===== src/rtl/core/rta_pkg.sv =====
// Shared types, constants and state codes of the rigid transform accumulator.
`default_nettype none
package rta_pkg;

    localparam int MATRIX_FRAC_BITS      = 30;
    localparam int TRANSLATION_FRAC_BITS = 16;
    localparam int CORDIC_ITERATIONS     = 24;
    localparam int ATAN_STEPS            = 30;

    localparam logic [1:0] KIND_ROTATE    = 2'd0;
    localparam logic [1:0] KIND_TRANSLATE = 2'd1;
    localparam logic [1:0] KIND_READ      = 2'd2;
    localparam logic [1:0] KIND_NONE      = 2'd3;
    localparam logic [1:0] AXIS_NONE      = 2'd3;
    localparam logic [1:0] ROW_HOMOG      = 2'd3;
    localparam logic [1:0] COL_TRANS      = 2'd3;

    localparam logic signed [33:0] CORDIC_GAIN = 34'sh09B74EDA8;

    typedef struct packed {
        logic [1:0]         kind;
        logic [1:0]         axis;
        logic signed [31:0] angle;
        logic signed [31:0] dx;
        logic signed [31:0] dy;
        logic signed [31:0] dz;
        logic [1:0]         row;
        logic [1:0]         col;
    } t_in_beat;

    typedef struct packed {
        logic signed [31:0] value;
        logic               saturated;
    } t_out_beat;

    typedef enum logic [3:0] {
        ST_IDLE,
        ST_CORDIC,
        ST_CS,
        ST_MUL,
        ST_ACC,
        ST_WRITE,
        ST_READ,
        ST_DONE
    } t_state;

    // Commands from the controller to the datapath.
    typedef struct packed {
        logic       load;       // capture the input beat
        logic       cordic_go;  // run one CORDIC step
        logic       cs_fin;     // round cos and sin
        logic       mul;        // form one product
        logic       acc;        // accumulate the product
        logic       wr;         // round, saturate and store a result
        logic       rd;         // form the read value
        logic [1:0] term;       // product index within the dot product
        logic [1:0] tgt;        // target row
        logic       sel;        // rotate: 0 for column n1, 1 for column n2
        logic [4:0] step;       // CORDIC step
    } t_cmd;

    typedef struct packed {
        logic [1:0] kind;
        logic [1:0] axis;
    } t_stat;

    function automatic logic signed [33:0] atan_entry(input logic [4:0] i);
        logic signed [33:0] v;
        unique case (i)
            5'd0:  v = 34'sh020000000; 5'd1:  v = 34'sh012E4051E;
            5'd2:  v = 34'sh009FB385B; 5'd3:  v = 34'sh0051111D4;
            5'd4:  v = 34'sh0028B0D43; 5'd5:  v = 34'sh00145D7E1;
            5'd6:  v = 34'sh000A2F61E; 5'd7:  v = 34'sh000517C55;
            5'd8:  v = 34'sh00028BE53; 5'd9:  v = 34'sh000145F2F;
            5'd10: v = 34'sh0000A2F98; 5'd11: v = 34'sh0000517CC;
            5'd12: v = 34'sh000028BE6; 5'd13: v = 34'sh0000145F3;
            5'd14: v = 34'sh00000A2FA; 5'd15: v = 34'sh00000517D;
            5'd16: v = 34'sh0000028BE; 5'd17: v = 34'sh00000145F;
            5'd18: v = 34'sh000000A30; 5'd19: v = 34'sh000000518;
            5'd20: v = 34'sh00000028C; 5'd21: v = 34'sh000000146;
            5'd22: v = 34'sh0000000A3; 5'd23: v = 34'sh000000051;
            5'd24: v = 34'sh000000029; 5'd25: v = 34'sh000000014;
            5'd26: v = 34'sh00000000A; 5'd27: v = 34'sh000000005;
            5'd28: v = 34'sh000000003; 5'd29: v = 34'sh000000001;
            default: v = '0;
        endcase
        return v;
    endfunction

endpackage
`default_nettype wire


===== src/rtl/core/rta_ctrl.sv =====
// Sequencer of the rigid transform accumulator.
`default_nettype none
module rta_ctrl #(
    parameter int CORDIC_ITERATIONS = rta_pkg::CORDIC_ITERATIONS
) (
    input  wire               i_clk,
    input  wire               i_rst_n,
    input  wire               i_in_valid,
    output logic              o_in_ready,
    output logic              o_out_valid,
    input  wire               i_out_ready,
    input  rta_pkg::t_stat    i_stat,
    output rta_pkg::t_cmd     o_cmd
);
    localparam int STEPS = (CORDIC_ITERATIONS < rta_pkg::ATAN_STEPS) ?
                           CORDIC_ITERATIONS : rta_pkg::ATAN_STEPS;
    localparam logic [4:0] LAST_STEP = 5'(STEPS - 1);

    rta_pkg::t_state r_state, n_state;
    logic [4:0] r_step, n_step;
    logic [1:0] r_term, n_term;
    logic [1:0] r_tgt, n_tgt;
    logic       r_sel, n_sel;
    logic [1:0] last_term;

    assign last_term = (i_stat.kind == rta_pkg::KIND_TRANSLATE) ? 2'd2 : 2'd1;

    always_ff @(posedge i_clk) begin
        if (!i_rst_n) begin
            r_state <= rta_pkg::ST_IDLE;
            r_step  <= '0;
            r_term  <= '0;
            r_tgt   <= '0;
            r_sel   <= 1'b0;
        end else begin
            r_state <= n_state;
            r_step  <= n_step;
            r_term  <= n_term;
            r_tgt   <= n_tgt;
            r_sel   <= n_sel;
        end
    end

    always_comb begin
        n_state = r_state;
        n_step  = r_step;
        n_term  = r_term;
        n_tgt   = r_tgt;
        n_sel   = r_sel;
        unique case (r_state)
            rta_pkg::ST_IDLE: begin
                if (i_in_valid) begin
                    n_state = rta_pkg::ST_READ;
                    n_step = '0; n_term = '0; n_tgt = '0; n_sel = 1'b0;
                end
            end
            rta_pkg::ST_READ: begin
                // Dispatch on the captured beat.
                if (i_stat.kind == rta_pkg::KIND_ROTATE && i_stat.axis != rta_pkg::AXIS_NONE)
                    n_state = rta_pkg::ST_CORDIC;
                else if (i_stat.kind == rta_pkg::KIND_TRANSLATE)
                    n_state = rta_pkg::ST_MUL;
                else
                    n_state = rta_pkg::ST_DONE;
            end
            rta_pkg::ST_CORDIC: begin
                n_step = r_step + 5'd1;
                if (r_step == LAST_STEP) n_state = rta_pkg::ST_CS;
            end
            rta_pkg::ST_CS: n_state = rta_pkg::ST_MUL;
            rta_pkg::ST_MUL: n_state = rta_pkg::ST_ACC;
            rta_pkg::ST_ACC: begin
                if (r_term == last_term) begin
                    n_state = rta_pkg::ST_WRITE;
                end else begin
                    n_term  = r_term + 2'd1;
                    n_state = rta_pkg::ST_MUL;
                end
            end
            rta_pkg::ST_WRITE: begin
                n_term  = '0;
                n_state = rta_pkg::ST_MUL;
                if (i_stat.kind == rta_pkg::KIND_ROTATE && !r_sel) begin
                    n_sel = 1'b1;
                end else begin
                    n_sel = 1'b0;
                    if (r_tgt == 2'd2) n_state = rta_pkg::ST_DONE;
                    else n_tgt = r_tgt + 2'd1;
                end
            end
            rta_pkg::ST_DONE: if (i_out_ready) n_state = rta_pkg::ST_IDLE;
            default: n_state = rta_pkg::ST_IDLE;
        endcase
    end

    always_comb begin
        o_cmd           = '0;
        o_cmd.term      = r_term;
        o_cmd.tgt       = r_tgt;
        o_cmd.sel       = r_sel;
        o_cmd.step      = r_step;
        o_in_ready      = 1'b0;
        o_out_valid     = 1'b0;
        unique case (r_state)
            rta_pkg::ST_IDLE: begin
                o_in_ready = 1'b1;
                o_cmd.load = i_in_valid;
            end
            rta_pkg::ST_READ:   o_cmd.rd = 1'b1;
            rta_pkg::ST_CORDIC: o_cmd.cordic_go = 1'b1;
            rta_pkg::ST_CS:     o_cmd.cs_fin = 1'b1;
            rta_pkg::ST_MUL:    o_cmd.mul = 1'b1;
            rta_pkg::ST_ACC:    o_cmd.acc = 1'b1;
            rta_pkg::ST_WRITE:  o_cmd.wr = 1'b1;
            rta_pkg::ST_DONE:   o_out_valid = 1'b1;
            default: ;
        endcase
    end
endmodule
`default_nettype wire


===== config.mk =====
export PLATFORM = sky130hd
export DESIGN_NAME = rta_ctrl
export DESIGN_NICKNAME = d
export VERILOG_FILES = /design/src/rtl/core/rta_pkg.sv /design/src/rtl/core/rta_ctrl.sv
export SDC_FILE = /design/constraint.sdc
export NUM_CORES = 1
export LEC_CHECK = 0
export ABC_AREA = 1
export BUFFER_PORTS_ARGS = -buffer_cell sky130_fd_sc_hd__buf_4
export CAP_MARGIN = 20
export CORE_MARGIN = 2
export CORE_UTILIZATION = 55
export CTS_BUF_LIST = sky130_fd_sc_hd__clkbuf_8
export DETAILED_ROUTE_END_ITERATION = 12
export PLACE_DENSITY = 0.86
export SLEW_MARGIN = 20
export SYNTH_ARGS = -nofsm -noshare
export SYNTH_HDL_FRONTEND = slang
export SYNTH_SLANG_ARGS = --single-unit

===== constraint.sdc =====
create_clock -name i_clk -period 3.2 [get_ports i_clk]
set_clock_uncertainty 0.2 [all_clocks]
set_input_delay 0 -clock i_clk [delete_from_list [all_inputs] [get_ports i_clk]]
set_output_delay 0 -clock i_clk [all_outputs]
set_load 0.01 [all_outputs]

After elaboration in Yosys (flattened, before gate mapping)
Index checks and enable logic that the tools add are counted.
- register bits after elaboration: 14
- input bits: 8
- output and inout port bits: 19
- add/subtract/negate cells: 3
- reduce and logical (&&, ||, !) cells: 13
- muxes and demuxes: 30
- equality and inequality tests: 18
- operator list (kind ; number):
    $pmux W4 S8 ; 1
    $eq A4 B3 Y1 const B ; 4
    $mux W3 ; 5
    $ne A2 B2 Y1 const B ; 7
    $mux W4 ; 3
    $mux W1 ; 11
    $mux W2 ; 5
    $pmux W5 S2 ; 1
    $eq A4 B2 Y1 const B ; 2
    $pmux W2 S3 ; 1
    $reduce_and A3 Y1 ; 2
    $add A5 B1 Y5 const B ; 1
    $eq A5 B5 Y1 const B ; 1
    $mux W5 ; 1
    $add A2 B1 Y2 const B ; 2
    $eq A4 B1 Y1 const B ; 1
    $logic_not A4 Y1 ; 1
    $pmux W2 S2 ; 1
    $reduce_and A2 Y1 ; 2
    $reduce_and A4 Y1 ; 1
    $reduce_bool A2 Y1 ; 2
    $reduce_bool A3 Y1 ; 1
    $eq A2 B1 Y1 const B ; 1
    $eq A2 B2 Y1 ; 1
    other kinds (5) ; 6

Depth between registers and ports, before layout
Gate-level depths: netlist of the first run.
- depth after elaboration: 5
- gate-level depth with buffers: 9

Least setup slack after synthesis of the first run
OpenSTA, ideal clock, no wires.
- path kind: register to register
- start point: register r_step[0]
- end point: register r_state[2]
- setup time: 0.070 ns
- period minus slack after synthesis: 1.421 ns
- arrival time: 1.151 ns
- path slack: 1.779 ns
- stages on the path, launching flop included: 8
- cell sequence: dfxtp_1 ha_1 nand2_1 o21ai_1 nand2_1 nor2_1 nand2_1 a21oi_1
- longest elaborated chain between the ends: 3
- ends and longest elaborated chain (item ; RTL line ; text):
    start, declared ; rta_ctrl.sv:20 ; logic [4:0] r_step, n_step;
    start signal, assigned ; rta_ctrl.sv:37 ; r_step <= n_step;
    $eq A5 B5 Y1 ; rta_ctrl.sv:68 ; if (r_step == LAST_STEP) n_state = rta_pkg::ST_CS;
    $ne A2 B2 Y1 (no line) ; n/a ;
    $reduce_and A3 Y1 (no line) ; n/a ;
    end signal, assigned ; rta_ctrl.sv:30 ; r_state <= rta_pkg::ST_IDLE;
    end signal, assigned ; rta_ctrl.sv:36 ; r_state <= n_state;
    end, declared ; rta_ctrl.sv:19 ; rta_pkg::t_state r_state, n_state;
No other way between the ends.
A chain may end at the register's enable or synchronous reset.

Worst setup path in the final report of the first run
Same ends and word-level chain as after synthesis.

==> results of run 1 <==
==> timing repair <==
item / in CTS / in global routing
hold endpoints to repair: 12 / 0
setup endpoints to repair: 0 / 0
hold buffers: 5 / 0
==> how the worst min path moves through the flow <==
stage | slack (ns) | start | cells after the start | end
floorplan | -0.1 | i_rst_n | 2 | r_state[0]
global placement | 0.03 | i_rst_n | 3 | r_state[0]
detailed placement | 0.04 | i_rst_n | 3 | r_state[0]
CTS | 0.08 | i_stat[1] | 7 | r_state[1]
global route | 0.12 | i_stat[1] | 7 | r_state[1]
finish | 0.10 | i_stat[1] | 7 | r_state[1]
==> worst max-delay path, cell delays in order, from the launching register on <==
cell and delay (ns):
dfxtp_1 0.42, ha_1 0.20, nand2_1 0.11, o21ai_1 0.18, nand2_1 0.10, nor2_1 0.16
nand2_1 0.09, a21oi_1 0.16
==> area by class of cell <==
type,instances,area [um^2],share of cell area
timing repair buffer,31,245,0.223
sequential,13,260,0.236
tap,15,18.8,0.0170
multi-input combinational,87,457,0.415
inverter,20,75.1,0.0682
clock buffer,3,41.3,0.0375
clock inverter,1,3.75,0.00341
==> flip-flops by register name (all words and copies together) (netlist names) <==
name     cells
r_step       5
r_state      3
r_term       2
r_tgt        2
r_sel        1
==> layer usage <==
| metal | share of wire | vias to the layer above |
|---|---|---|
| met4 | 0.040 | 0 |
| met2 | 0.48 | 46 |
| li1 | - | 460 |
| met1 | 0.40 | 395 |
| met3 | 0.075 | 13 |
| met5 | 0 | - |
==> power groups by stage <==
stage / logic [mW] / registers, mW / clock network (mW)
floorplan: 0.308 / 0.251 / 0
global placement: 0.456 / 0.248 / 0
detailed placement: 0.470 / 0.251 / 0
CTS: 0.484 / 0.248 / 0.144
global route: 0.536 / 0.255 / 0.149
finish: 0.487 / 0.249 / 0.142
==> logic make-up after synthesis <==
logic type               synth area share
AO/OA/AOI/OAI                       0.161
adder cells (fa/ha/maj)            0.0313
buffers and inverters               0.103
flip-flops                          0.326
AND/OR/NAND/NOR                     0.379
==> cells in the final DEF (no fill, tap or decap), types with 3 or more instances in the layout <==
master and instances:
clkbuf_8 3, o21ai_1 4, dfxtp_1 13, inv_1 15, dlygate4sd3_1 5, nand2_1 28
o21ai_0 5, buf_4 26, nand3_1 11, a21oi_1 12, nor2_1 10, inv_2 6
==> metrics by stage <==
| stage | setup WS [ns] | util | hold WS, ns | instances |
|---|---|---|---|---|
| global route | 1.44 | 0.826 | 0.118 | 170 |
| floorplan | 1.78 | - | -0.0953 | 121 |
| finish | 1.52 | 0.826 | 0.101 | 170 |
| detailed placement | 1.67 | 0.754 | 0.0388 | 161 |
| CTS | 1.55 | 0.826 | 0.0822 | 170 |
| global placement | 1.69 | 0.754 | 0.0330 | 161 |
==> metrics.md, run 1 <==
| Metric | Value |
|---|---|
| Status | `completed` |
| Reg2Reg Depth | `7` |
| Setup Fix Bufs, Post-CTS | `0` |
| Die H | `between 40 and 50 um` |
| Post-synthesis cell type count | `24` |
| Slew HR | `0.747` |
| Fin area | `around 1100 um^2` |
| Largest net degree at the start of global routing | `9` |
| Routed length per instance | `about 12 um` |
| Top FF cell, synth | `dfxtp_1` |
| Final setup TNS | `0 ns` |
| Critical path capture point | `r_state[2]` |
| Met1 Usage GRT | `0.284` |
| YS warnings | `0` |
| Row cnt | `13` |
| WP data required | `between 3 and 4 ns` |
| Clk pwr share | `0.162` |
| Nets | `~170` |
| GR Layer Usage met2 | `0.441` |
| Worst EP arrival | `around 1.7 ns` |
| Clk sink count | `13` |
| Port bufs | `26` |
| N_diodes | `0` |
| Syn Area/Cell | `about 6.6 um^2` |
| Share of layout cells above drive strength 1 | `0.297` |
| Global-route wire length before repair | `around 3.5 mm` |
| Period minus WS final | `1.68 ns` |
| Drt first pass iters | `5` |
| Antenna violations before repair | `0` |
| Synthesized instance count | `between 100 and 150` |
| Crit path launch | `r_step[0]` |
| Placed Area | `about 1000 um^2` |
| Most common cell in the netlist | `nand2_1` |
| DR vias/cell | `5.38` |
| Antenna-violating nets left | `0` |
| Post-synth EDFFs | `0` |
| H-tree depth | `1` |
| Seq/Total Area, Yosys | `0.326` |
| Post-synthesis cell area | `roughly 800 um^2` |
| Setup CP Type | `flip-flop to flip-flop` |
| Final Routed Wirelength | `2.10 mm` |
| RSZ-0062 raised after global routing | `no` |
| Die area | `1770 um^2` |
| Internal | `between 400 and 500 uW` |
| Min-delay worst type | `input pin to flip-flop` |
| Met3 usage | `0.0517` |
| Sw Share | `0.457` |
| Largest cells by area after synthesis | `dfxtp_1 (33%), nand2_1 (13%), a21oi_1 (7.5%)` |
| Final hold vios | `0` |
| Synth Register Bits | `13` |
| Top Ports | `27` |
| Dpl hpwl | `around 1.5 mm` |
| Number of global-route vias before repair | `about 900` |
| Slew Viols, Final | `0` |
| Part of the cycle the worst path needs | `0.525` |
| Most Crowded Layer GR | `met2` |
| Total grt overflow | `0` |
| Worst vdd ir | `0.477 mV` |
| Fillers | `91` |
| Switch Pwr | `402 uW` |
| Post-synth top cells | `nand2_1 (28), inv_1 (14), dfxtp_1 (13)` |
| R2r endpoint | `r_state[2]` |
| R2R Path Start | `r_step[0]` |
| Area grow syn2layout | `37.7%` |
| Core Area | `1330 um^2` |
| Clk root buf | `clkbuf_8` |
| FFs w/ async S/R, synth | `0` |
| Top cell type's share of synthesized area | `0.326` |
| Worst-margin pin slew | `approximately 0.38 ns` |
| CP endpoint kind | `flip-flop` |
| Total track usage | `0.254` |
| Final setup viols | `0` |
| Yosys top cell by area | `dfxtp_1` |
| Post-CTS sizing | `0` |
| Clk slew on worst S/H paths | `~0.050 ns` |
| Initial DRC Count | `31` |
| DRC | `0` |
| Power Dens Cells | `roughly 800 nW/um^2` |
| Gpl congestion | `about 0.84` |
| Fmax | `between 500 and 600 MHz` |
| Pleak | `0.557 nW` |
| Clk_lat worst skew | `0.24 ns` |
| Clk buf depth | `2` |
| Initial core utilization | `0.599` |
| Max Cap Violations | `0` |
| R2R Setup Slk | `about 1.5 ns` |
| CTS tree | `yes` |
| Die Span X | `approximately 42 um` |
| Combinational share of power | `0.555` |
| Syn_nets | `~130` |
| Seq pwr share | `0.283` |
| Number of buffers created by CTS | `3` |
| Crit start category | `flip-flop` |
| Routed vias | `~910` |
| Pwr Total | `a little under 900 uW` |
| CP Max Fanout | `6` |
Note: power is estimated with default switching activity, not from simulation.
==> run 2: changes to the inputs <==
--- a/config.mk
+++ b/config.mk
@@ -9,10 +9,10 @@
 export BUFFER_PORTS_ARGS = -buffer_cell sky130_fd_sc_hd__buf_4
 export CAP_MARGIN = 20
 export CORE_MARGIN = 2
-export CORE_UTILIZATION = 55
+export CORE_UTILIZATION = 46
 export CTS_BUF_LIST = sky130_fd_sc_hd__clkbuf_8
 export DETAILED_ROUTE_END_ITERATION = 12
-export PLACE_DENSITY = 0.86
+export PLACE_DENSITY = 0.77
 export SLEW_MARGIN = 20
 export SYNTH_ARGS = -nofsm -noshare
 export SYNTH_HDL_FRONTEND = slang
==> constraint.sdc (replaced) <==
create_clock -name i_clk -period 1.5 [get_ports i_clk]
set_clock_uncertainty 0.2 [all_clocks]
set_input_delay 0 -clock i_clk [delete_from_list [all_inputs] [get_ports i_clk]]
set_output_delay 0 -clock i_clk [all_outputs]
set_load 0.01 [all_outputs]
==> run 2 against run 1 <==
Against the previous run:
- worst setup slack got worse by 1.5 ns
- sequential share of layout area fell by 0.73 points
- total power rose by 120%
- non-clock buffer count rose by 4
- register-to-register slack got worse by 1.5 ns
- final cell count rose by 3.5%
- wire length fell by 1.2%
- clock power rose by 120%
- hold slack got worse by 0.024 ns
- critical path depth rose by 1
- flip-flop and latch count did not move
- cell area rose by 5.7%
- critical endpoint is now r_tgt[1]
- highest routed layer unchanged
==> metrics.md, run 2 (synthesis results as in run 1) <==
| Metric | Value |
|---|---|
| R2R Setup Slk | `0.07 ns (-1.46 ns)` |
| Pwr Total | `1.95 mW (+120%)` |
| Clk slew on worst S/H paths | `0.05 ns (about the same)` |
| WP data required | `1.43 ns (-1.74 ns)` |
| Dpl hpwl | `1.56 mm (+4.8%)` |
| Commonest non-fill, non-tap cell in the layout | `buf_4` |
| Pleak | `0.585 nW (+4.9%)` |
| CP Cell Sequence | `inv_2, nand2_4, nor2_4, inv_1, nand2_1, nand3_1, a21oi_2, nor2_1` |
| Row cnt | `15 (+2)` |
| Seq pwr share | `0.282 (about the same)` |
| Most flops, register | `r_step` |
| Number of global-route vias before repair | `767 (-15%)` |
| Util after Layout | `0.697 (-0.129)` |
| N_diodes | `0 (unchanged)` |
| Clk_lat worst skew | `0.24 ns (about the same)` |
| Total grt overflow | `0 (unchanged)` |
| Combinational share of power | `0.561 (+0.006)` |
| R2R Path Start | `r_state[1]` |
| DRC | `0 (unchanged)` |
| Worst hold margin | `0.0774 ns (-0.0238 ns)` |
| Critical Path Max Stage Delay | `0.35 ns (-0.07 ns)` |
| Worst vdd ir | `1.01 mV (+110%)` |
| Die Span X | `45.7 um (+8.5%)` |
| Total track usage | `0.198 (-0.0556)` |
| Setup CP Type | `flip-flop to flip-flop` |
| Min-delay worst type | `input pin to flip-flop` |
| Period minus WS final | `1.43 ns (-0.244 ns)` |
| Placed Area | `1030 um^2 (+2.5%)` |
| CP Max Fanout | `5 (-1)` |
| Slew HR | `0.830 (+0.0829)` |
| Crit start category | `flip-flop` |
| Clk sink count | `13 (unchanged)` |
| DR vias/cell | `5.26 (-2.2%)` |
| Routed length per instance | `11.8 um (-4.6%)` |
| Final setup viols | `0 (unchanged)` |
| Clk pwr share | `0.157 (-0.005)` |
| Hold Startpoint | `i_stat[1]` |
| Reg2Reg Depth | `8 (+1)` |
| H-tree depth | `1 (unchanged)` |
| R2r endpoint | `r_tgt[1]` |
| Largest register FFs | `5 (unchanged)` |
| CTS tree | `yes` |
| CP endpoint kind | `flip-flop` |
| Slew Viols, Final | `0 (unchanged)` |
| Switch Pwr | `866 uW (+120%)` |
| Core Area | `1670 um^2 (+25%)` |
| Final Routed Wirelength | `2.07 mm (-1.2%)` |
| Drt first pass iters | `4 (-1)` |
| Fmax | `697 MHz (+17%)` |
| Largest net degree at the start of global routing | `9 (unchanged)` |
| Fillers | `146 (+60%)` |
| Gpl congestion | `0.790 (-6.0%)` |
| Port bufs | `26 (unchanged)` |
| Antenna violations before repair | `0 (unchanged)` |
| Worst EP arrival | `1.36 ns (-0.29 ns)` |
| Initial DRC Count | `17 (-45%)` |
| Share of layout cells above drive strength 1 | `0.358 (+0.0617)` |
| Nets | `170 (+2.4%)` |
| Power Dens Cells | `1670 nW/um^2 (+110%)` |
| Worst Hold Path Cells | `7 (unchanged)` |
| Max Cap Violations | `0 (unchanged)` |
| Antenna-violating nets left | `0 (unchanged)` |
| Initial core utilization | `0.479 (-0.121)` |
| Final hold vios | `0 (unchanged)` |
| Top Ports | `27 (unchanged)` |
| CP max-delay cell | `dfxtp_2` |
| Sw Share | `0.445 (-0.0124)` |
| Number of buffers created by CTS | `3 (unchanged)` |
| Die area | `2090 um^2 (+18%)` |
| Part of the cycle the worst path needs | `0.957 (+0.432)` |
| Top Registers | `r_step (5), r_state (3)` |
| Routed vias | `925 (+1.2%)` |
| Commonest cells after routing, fill and taps aside | `buf_4 (30), nand2_1 (27), inv_1 (15)` |
| Internal | `1.08 mW (+130%)` |
| Status | `completed` |
| Clk root buf | `clkbuf_8` |
| Fin area | `1160 um^2 (+5.7%)` |
| Area grow syn2layout | `45.5%` |
| Die H | `45.7 um (+8.5%)` |
| Clk buf depth | `2 (unchanged)` |
| Global-route wire length before repair | `3.00 mm (-15%)` |
| Worst-margin pin slew | `0.254 ns (-0.124 ns)` |
| Hold Path End | `r_state[1]` |
## run 2: worst max-delay path by stage
stage,start,endpoint,slack (ns),depth (start not counted)
6_report,r_state[1],r_tgt[1],0.07,8
5_1_grt,r_state[1],r_tgt[1],-0.04,8
2_1_floorplan,r_step[0],r_state[2],0.08,7
4_1_cts,r_state[1],r_term[1],0.05,8
3_3_place_gp,r_state[2],r_term[1],0.07,7
3_5_place_dp,r_state[2],r_term[1],0.01,7
## run 2: power by group through the flow
stage	registers (mW)	clock network, mW	logic [mW]
after global routing	0.562	0.331	1.21
after detailed placement	0.526	0	1.04
final	0.549	0.306	1.09
after global placement	0.521	0	1.01
after floorplan	0.536	0	0.657
after CTS	0.523	0.317	1.05
## run 2: final cells by class
type,instances,area [um^2],area share
multi-input combinational,87,478,0.411
timing repair buffer,35,275,0.237
sequential,13,267,0.229
inverter,20,77.6,0.0667
clock buffer,3,41.3,0.0355
tap,17,21.3,0.0183
clock inverter,1,3.75,0.00323
## run 2: critical path: cells and delay by family (launching register included)
family,cells,cell delay (ns)
flip-flops,1,0.35
AND/OR/NAND/NOR,5,0.45
buffers and inverters,2,0.15
AO/OA/AOI/OAI,1,0.17
## run 2: routing by layer
layer,vias to the layer above,share of wire,GRT usage
li1,472,-,-
met1,405,0.41,0.227
met2,42,0.51,0.344
met3,6,0.065,0.0357
met4,0,0.016,0.109
met5,-,0,0
## run 2: metrics by stage
step	instances	setup slack [ns]	setup TNS (ns)
finish	176	0.0651	0
global route	176	-0.0355	-0.0355
CTS	175	0.0450	0
detailed placement	166	0.0101	0
global placement	166	0.0693	0
floorplan	121	0.0792	0
## run 2: repair_timing
item,4_1_cts,5_1_grt
hold endpoints to repair,12,0
buffers inserted,0,1
endpoints found under the setup margin,1,10
cloned,0,0
hold buffers,5,0
pin swaps,0,2
resized for setup,1,10
==> run 3: changes to the inputs <==
--- a/config.mk
+++ b/config.mk
@@ -9,10 +9,11 @@
 export BUFFER_PORTS_ARGS = -buffer_cell sky130_fd_sc_hd__buf_4
 export CAP_MARGIN = 20
 export CORE_MARGIN = 2
-export CORE_UTILIZATION = 46
+export CORE_UTILIZATION = 55
 export CTS_BUF_LIST = sky130_fd_sc_hd__clkbuf_8
 export DETAILED_ROUTE_END_ITERATION = 12
-export PLACE_DENSITY = 0.77
+export HOLD_SLACK_MARGIN = 0.02
+export PLACE_DENSITY = 0.86
 export SLEW_MARGIN = 20
 export SYNTH_ARGS = -nofsm -noshare
 export SYNTH_HDL_FRONTEND = slang
==> constraint.sdc (replaced) <==
create_clock -name i_clk -period 1.8 [get_ports i_clk]
set_clock_uncertainty 0.2 [all_clocks]
set_input_delay 0 -clock i_clk [delete_from_list [all_inputs] [get_ports i_clk]]
set_output_delay 0 -clock i_clk [all_outputs]
set_load 0.01 [all_outputs]
==> run 3 against run 2 <==
Against the previous run:
- worst setup slack improved by 0.063 ns
- cell area fell by 4.7%
- non-clock buffer count fell by 3
- register-to-register slack improved by 0.06 ns
- first-iteration DRC count rose by 47%
- critical endpoint is now r_state[1]
- highest routed layer unchanged
==> metrics.md, run 3 (synthesis results as in run 1) <==
| Metric | Value |
|---|---|
| R2r endpoint | `r_state[1]` |
| Internal | `858 uW (-21%)` |
| Worst vdd ir | `1.03 mV (+2.4%)` |
| Crit start category | `flip-flop` |
| Pleak | `0.562 nW (-3.8%)` |
| CTS tree | `yes` |
| Largest register FFs | `5 (unchanged)` |
| Number of buffers created by CTS | `3 (unchanged)` |
| Fin area | `1110 um^2 (-4.7%)` |
| Clk root buf | `clkbuf_8` |
| Setup Fix Bufs, Post-CTS | `0 (unchanged)` |
| DR vias/cell | `5.33 (+1.4%)` |
| Commonest cells after routing, fill and taps aside | `nand2_1 (28), buf_4 (27), inv_1 (15)` |
| Dpl hpwl | `1.43 mm (-8.3%)` |
| Core Area | `1330 um^2 (-20%)` |
| RSZ-0062 raised after global routing | `no` |
| Antenna violations before repair | `0 (unchanged)` |
| Switch Pwr | `705 uW (-19%)` |
| Part of the cycle the worst path needs | `0.929 (-0.0278)` |
| Util after Layout | `0.831 (+0.135)` |
| Clk buf depth | `2 (unchanged)` |
| Worst EP arrival | `1.64 ns (+0.28 ns)` |
| Final hold vios | `0 (unchanged)` |
| Initial DRC Count | `25 (+8)` |
| Drt first pass iters | `4 (unchanged)` |
| Die H | `42.1 um (-7.8%)` |
| Die area | `1770 um^2 (-15%)` |
| Reg2Reg Depth | `7 (-1)` |
| Antenna-violating nets left | `0 (unchanged)` |
| Worst-margin pin slew | `0.275 ns (+0.0210 ns)` |
| Hold Startpoint | `i_stat[1]` |
| Slew Viols, Final | `0 (unchanged)` |
| Max Cap Violations | `0 (unchanged)` |
| Initial core utilization | `0.599 (+0.121)` |
| CP endpoint kind | `flip-flop` |
| Top Ports | `27 (unchanged)` |
| Clk pwr share | `0.162 (+0.005)` |
| Final setup viols | `0 (unchanged)` |
| N_diodes | `0 (unchanged)` |
| Routed vias | `911 (-1.5%)` |
| Clk slew on worst S/H paths | `0.06 ns (about the same)` |
| Most flops, register | `r_step` |
| Number of global-route vias before repair | `880 (+15%)` |
| Area grow syn2layout | `38.7%` |
| WP data required | `1.77 ns (+0.34 ns)` |
| Clk_lat worst skew | `0.24 ns (about the same)` |
| Power Dens Cells | `1410 nW/um^2 (-16%)` |
| Gpl congestion | `0.810 (+2.5%)` |
| Seq pwr share | `0.282 (about the same)` |
| Sw Share | `0.451 (+0.00605)` |
| Worst Hold Path Cells | `7 (unchanged)` |
| Status | `completed` |
| R2R Setup Slk | `0.13 ns (+0.06 ns)` |
| Total track usage | `0.256 (+0.0580)` |
| Setup CP Type | `flip-flop to flip-flop` |
| Fin worst setup slack | `0.128 ns (+0.0632 ns)` |
| Routed length per instance | `11.6 um (-1.3%)` |
| Global-route wire length before repair | `3.52 mm (+17%)` |
| Share of layout cells above drive strength 1 | `0.301 (-0.0572)` |
| Min-delay worst type | `input pin to flip-flop` |
| R2R Path Start | `r_step[0]` |
| Final Routed Wirelength | `1.99 mm (-4.1%)` |
| Port bufs | `26 (unchanged)` |
| CP Max Fanout | `6 (+1)` |
| Total grt overflow | `0 (unchanged)` |
| H-tree depth | `1 (unchanged)` |
| Placed Area | `1010 um^2 (-1.7%)` |
| Combinational share of power | `0.556 (-0.005)` |
| Row cnt | `13 (-2)` |
| Hold Path End | `r_state[1]` |
| Slew HR | `0.816 (-0.0137)` |
| Dpl ws | `0.281 ns (+0.271 ns)` |
| Commonest non-fill, non-tap cell in the layout | `nand2_1` |
| Top Registers | `r_step (5), r_state (3)` |
| Final setup TNS | `0 ns (unchanged)` |
| Nets | `167 (-1.8%)` |
| Die Span X | `42.1 um (-7.8%)` |
| Largest net degree at the start of global routing | `9 (unchanged)` |
| DRC | `0 (unchanged)` |
| Fmax | `598 MHz (-14%)` |
| Worst hold margin | `0.148 ns (+0.0704 ns)` |
| Period minus WS final | `1.67 ns (+0.237 ns)` |
| Clk sink count | `13 (unchanged)` |
-- run 3: cell types whose count changed in the layout (fill, tap and decap cells not counted), sizes merged --
cell,previous run,this run
buf,30,27
-- run 3: area by class of cell --
class	instances	area, um^2
sequential	13	260
timing repair buffer	32	253
clock inverter	1	3.75
inverter	20	75.1
fill	90	225
multi-input combinational	87	457
clock buffer	3	41.3
tap	15	18.8
-- run 3: per-stage QoR --
stage                     total power, mW  std cells
after floorplan                     0.994        121
after global placement               1.26        162
after detailed placement             1.28        162
after CTS                            1.56        171
after global routing                 1.69        171
final                                1.56        171
-- run 3: timing repair --
item	4_1_cts	5_1_grt
endpoints found under the hold margin	12	0
resized for setup	0	0
setup endpoints to repair	0	0
hold buffers	5	0
-- run 3: worst max path at each step --
stage / slack (ns) / depth (start not counted) / from / end
2_1_floorplan: 0.38 / 7 / r_step[0] / r_state[2]
3_3_place_gp: 0.34 / 7 / r_step[0] / r_state[1]
3_5_place_dp: 0.28 / 7 / r_step[0] / r_state[2]
4_1_cts: 0.14 / 7 / r_step[0] / r_state[1]
5_1_grt: 0.04 / 7 / r_step[0] / r_state[1]
6_report: 0.13 / 7 / r_step[0] / r_state[1]
-- run 3: per-layer routing --
metal,GRT usage,vias to the layer above,routed length [um]
met5,0,-,0
met4,0.131,0,56
met3,0.0560,6,121
met2,0.469,34,972
met1,0.272,407,838
li1,-,464,-
-- run 3: power by group through the flow --
stage / registers (mW) / clock network (mW) / logic, mW
3_3_place_gp: 0.440 / 0 / 0.823
4_1_cts: 0.438 / 0.257 / 0.865
3_5_place_dp: 0.445 / 0 / 0.834
2_1_floorplan: 0.447 / 0 / 0.547
6_report: 0.441 / 0.253 / 0.869
5_1_grt: 0.456 / 0.271 / 0.968
-- run 3: worst max-delay path, stage by stage, from the launching register on --
cell	delay [ns]
dfxtp_1	0.42
ha_1	0.19
nand2_1	0.10
o21ai_1	0.19
nand2_1	0.10
nor2_1	0.16
nand2_1	0.10
a21oi_1	0.14
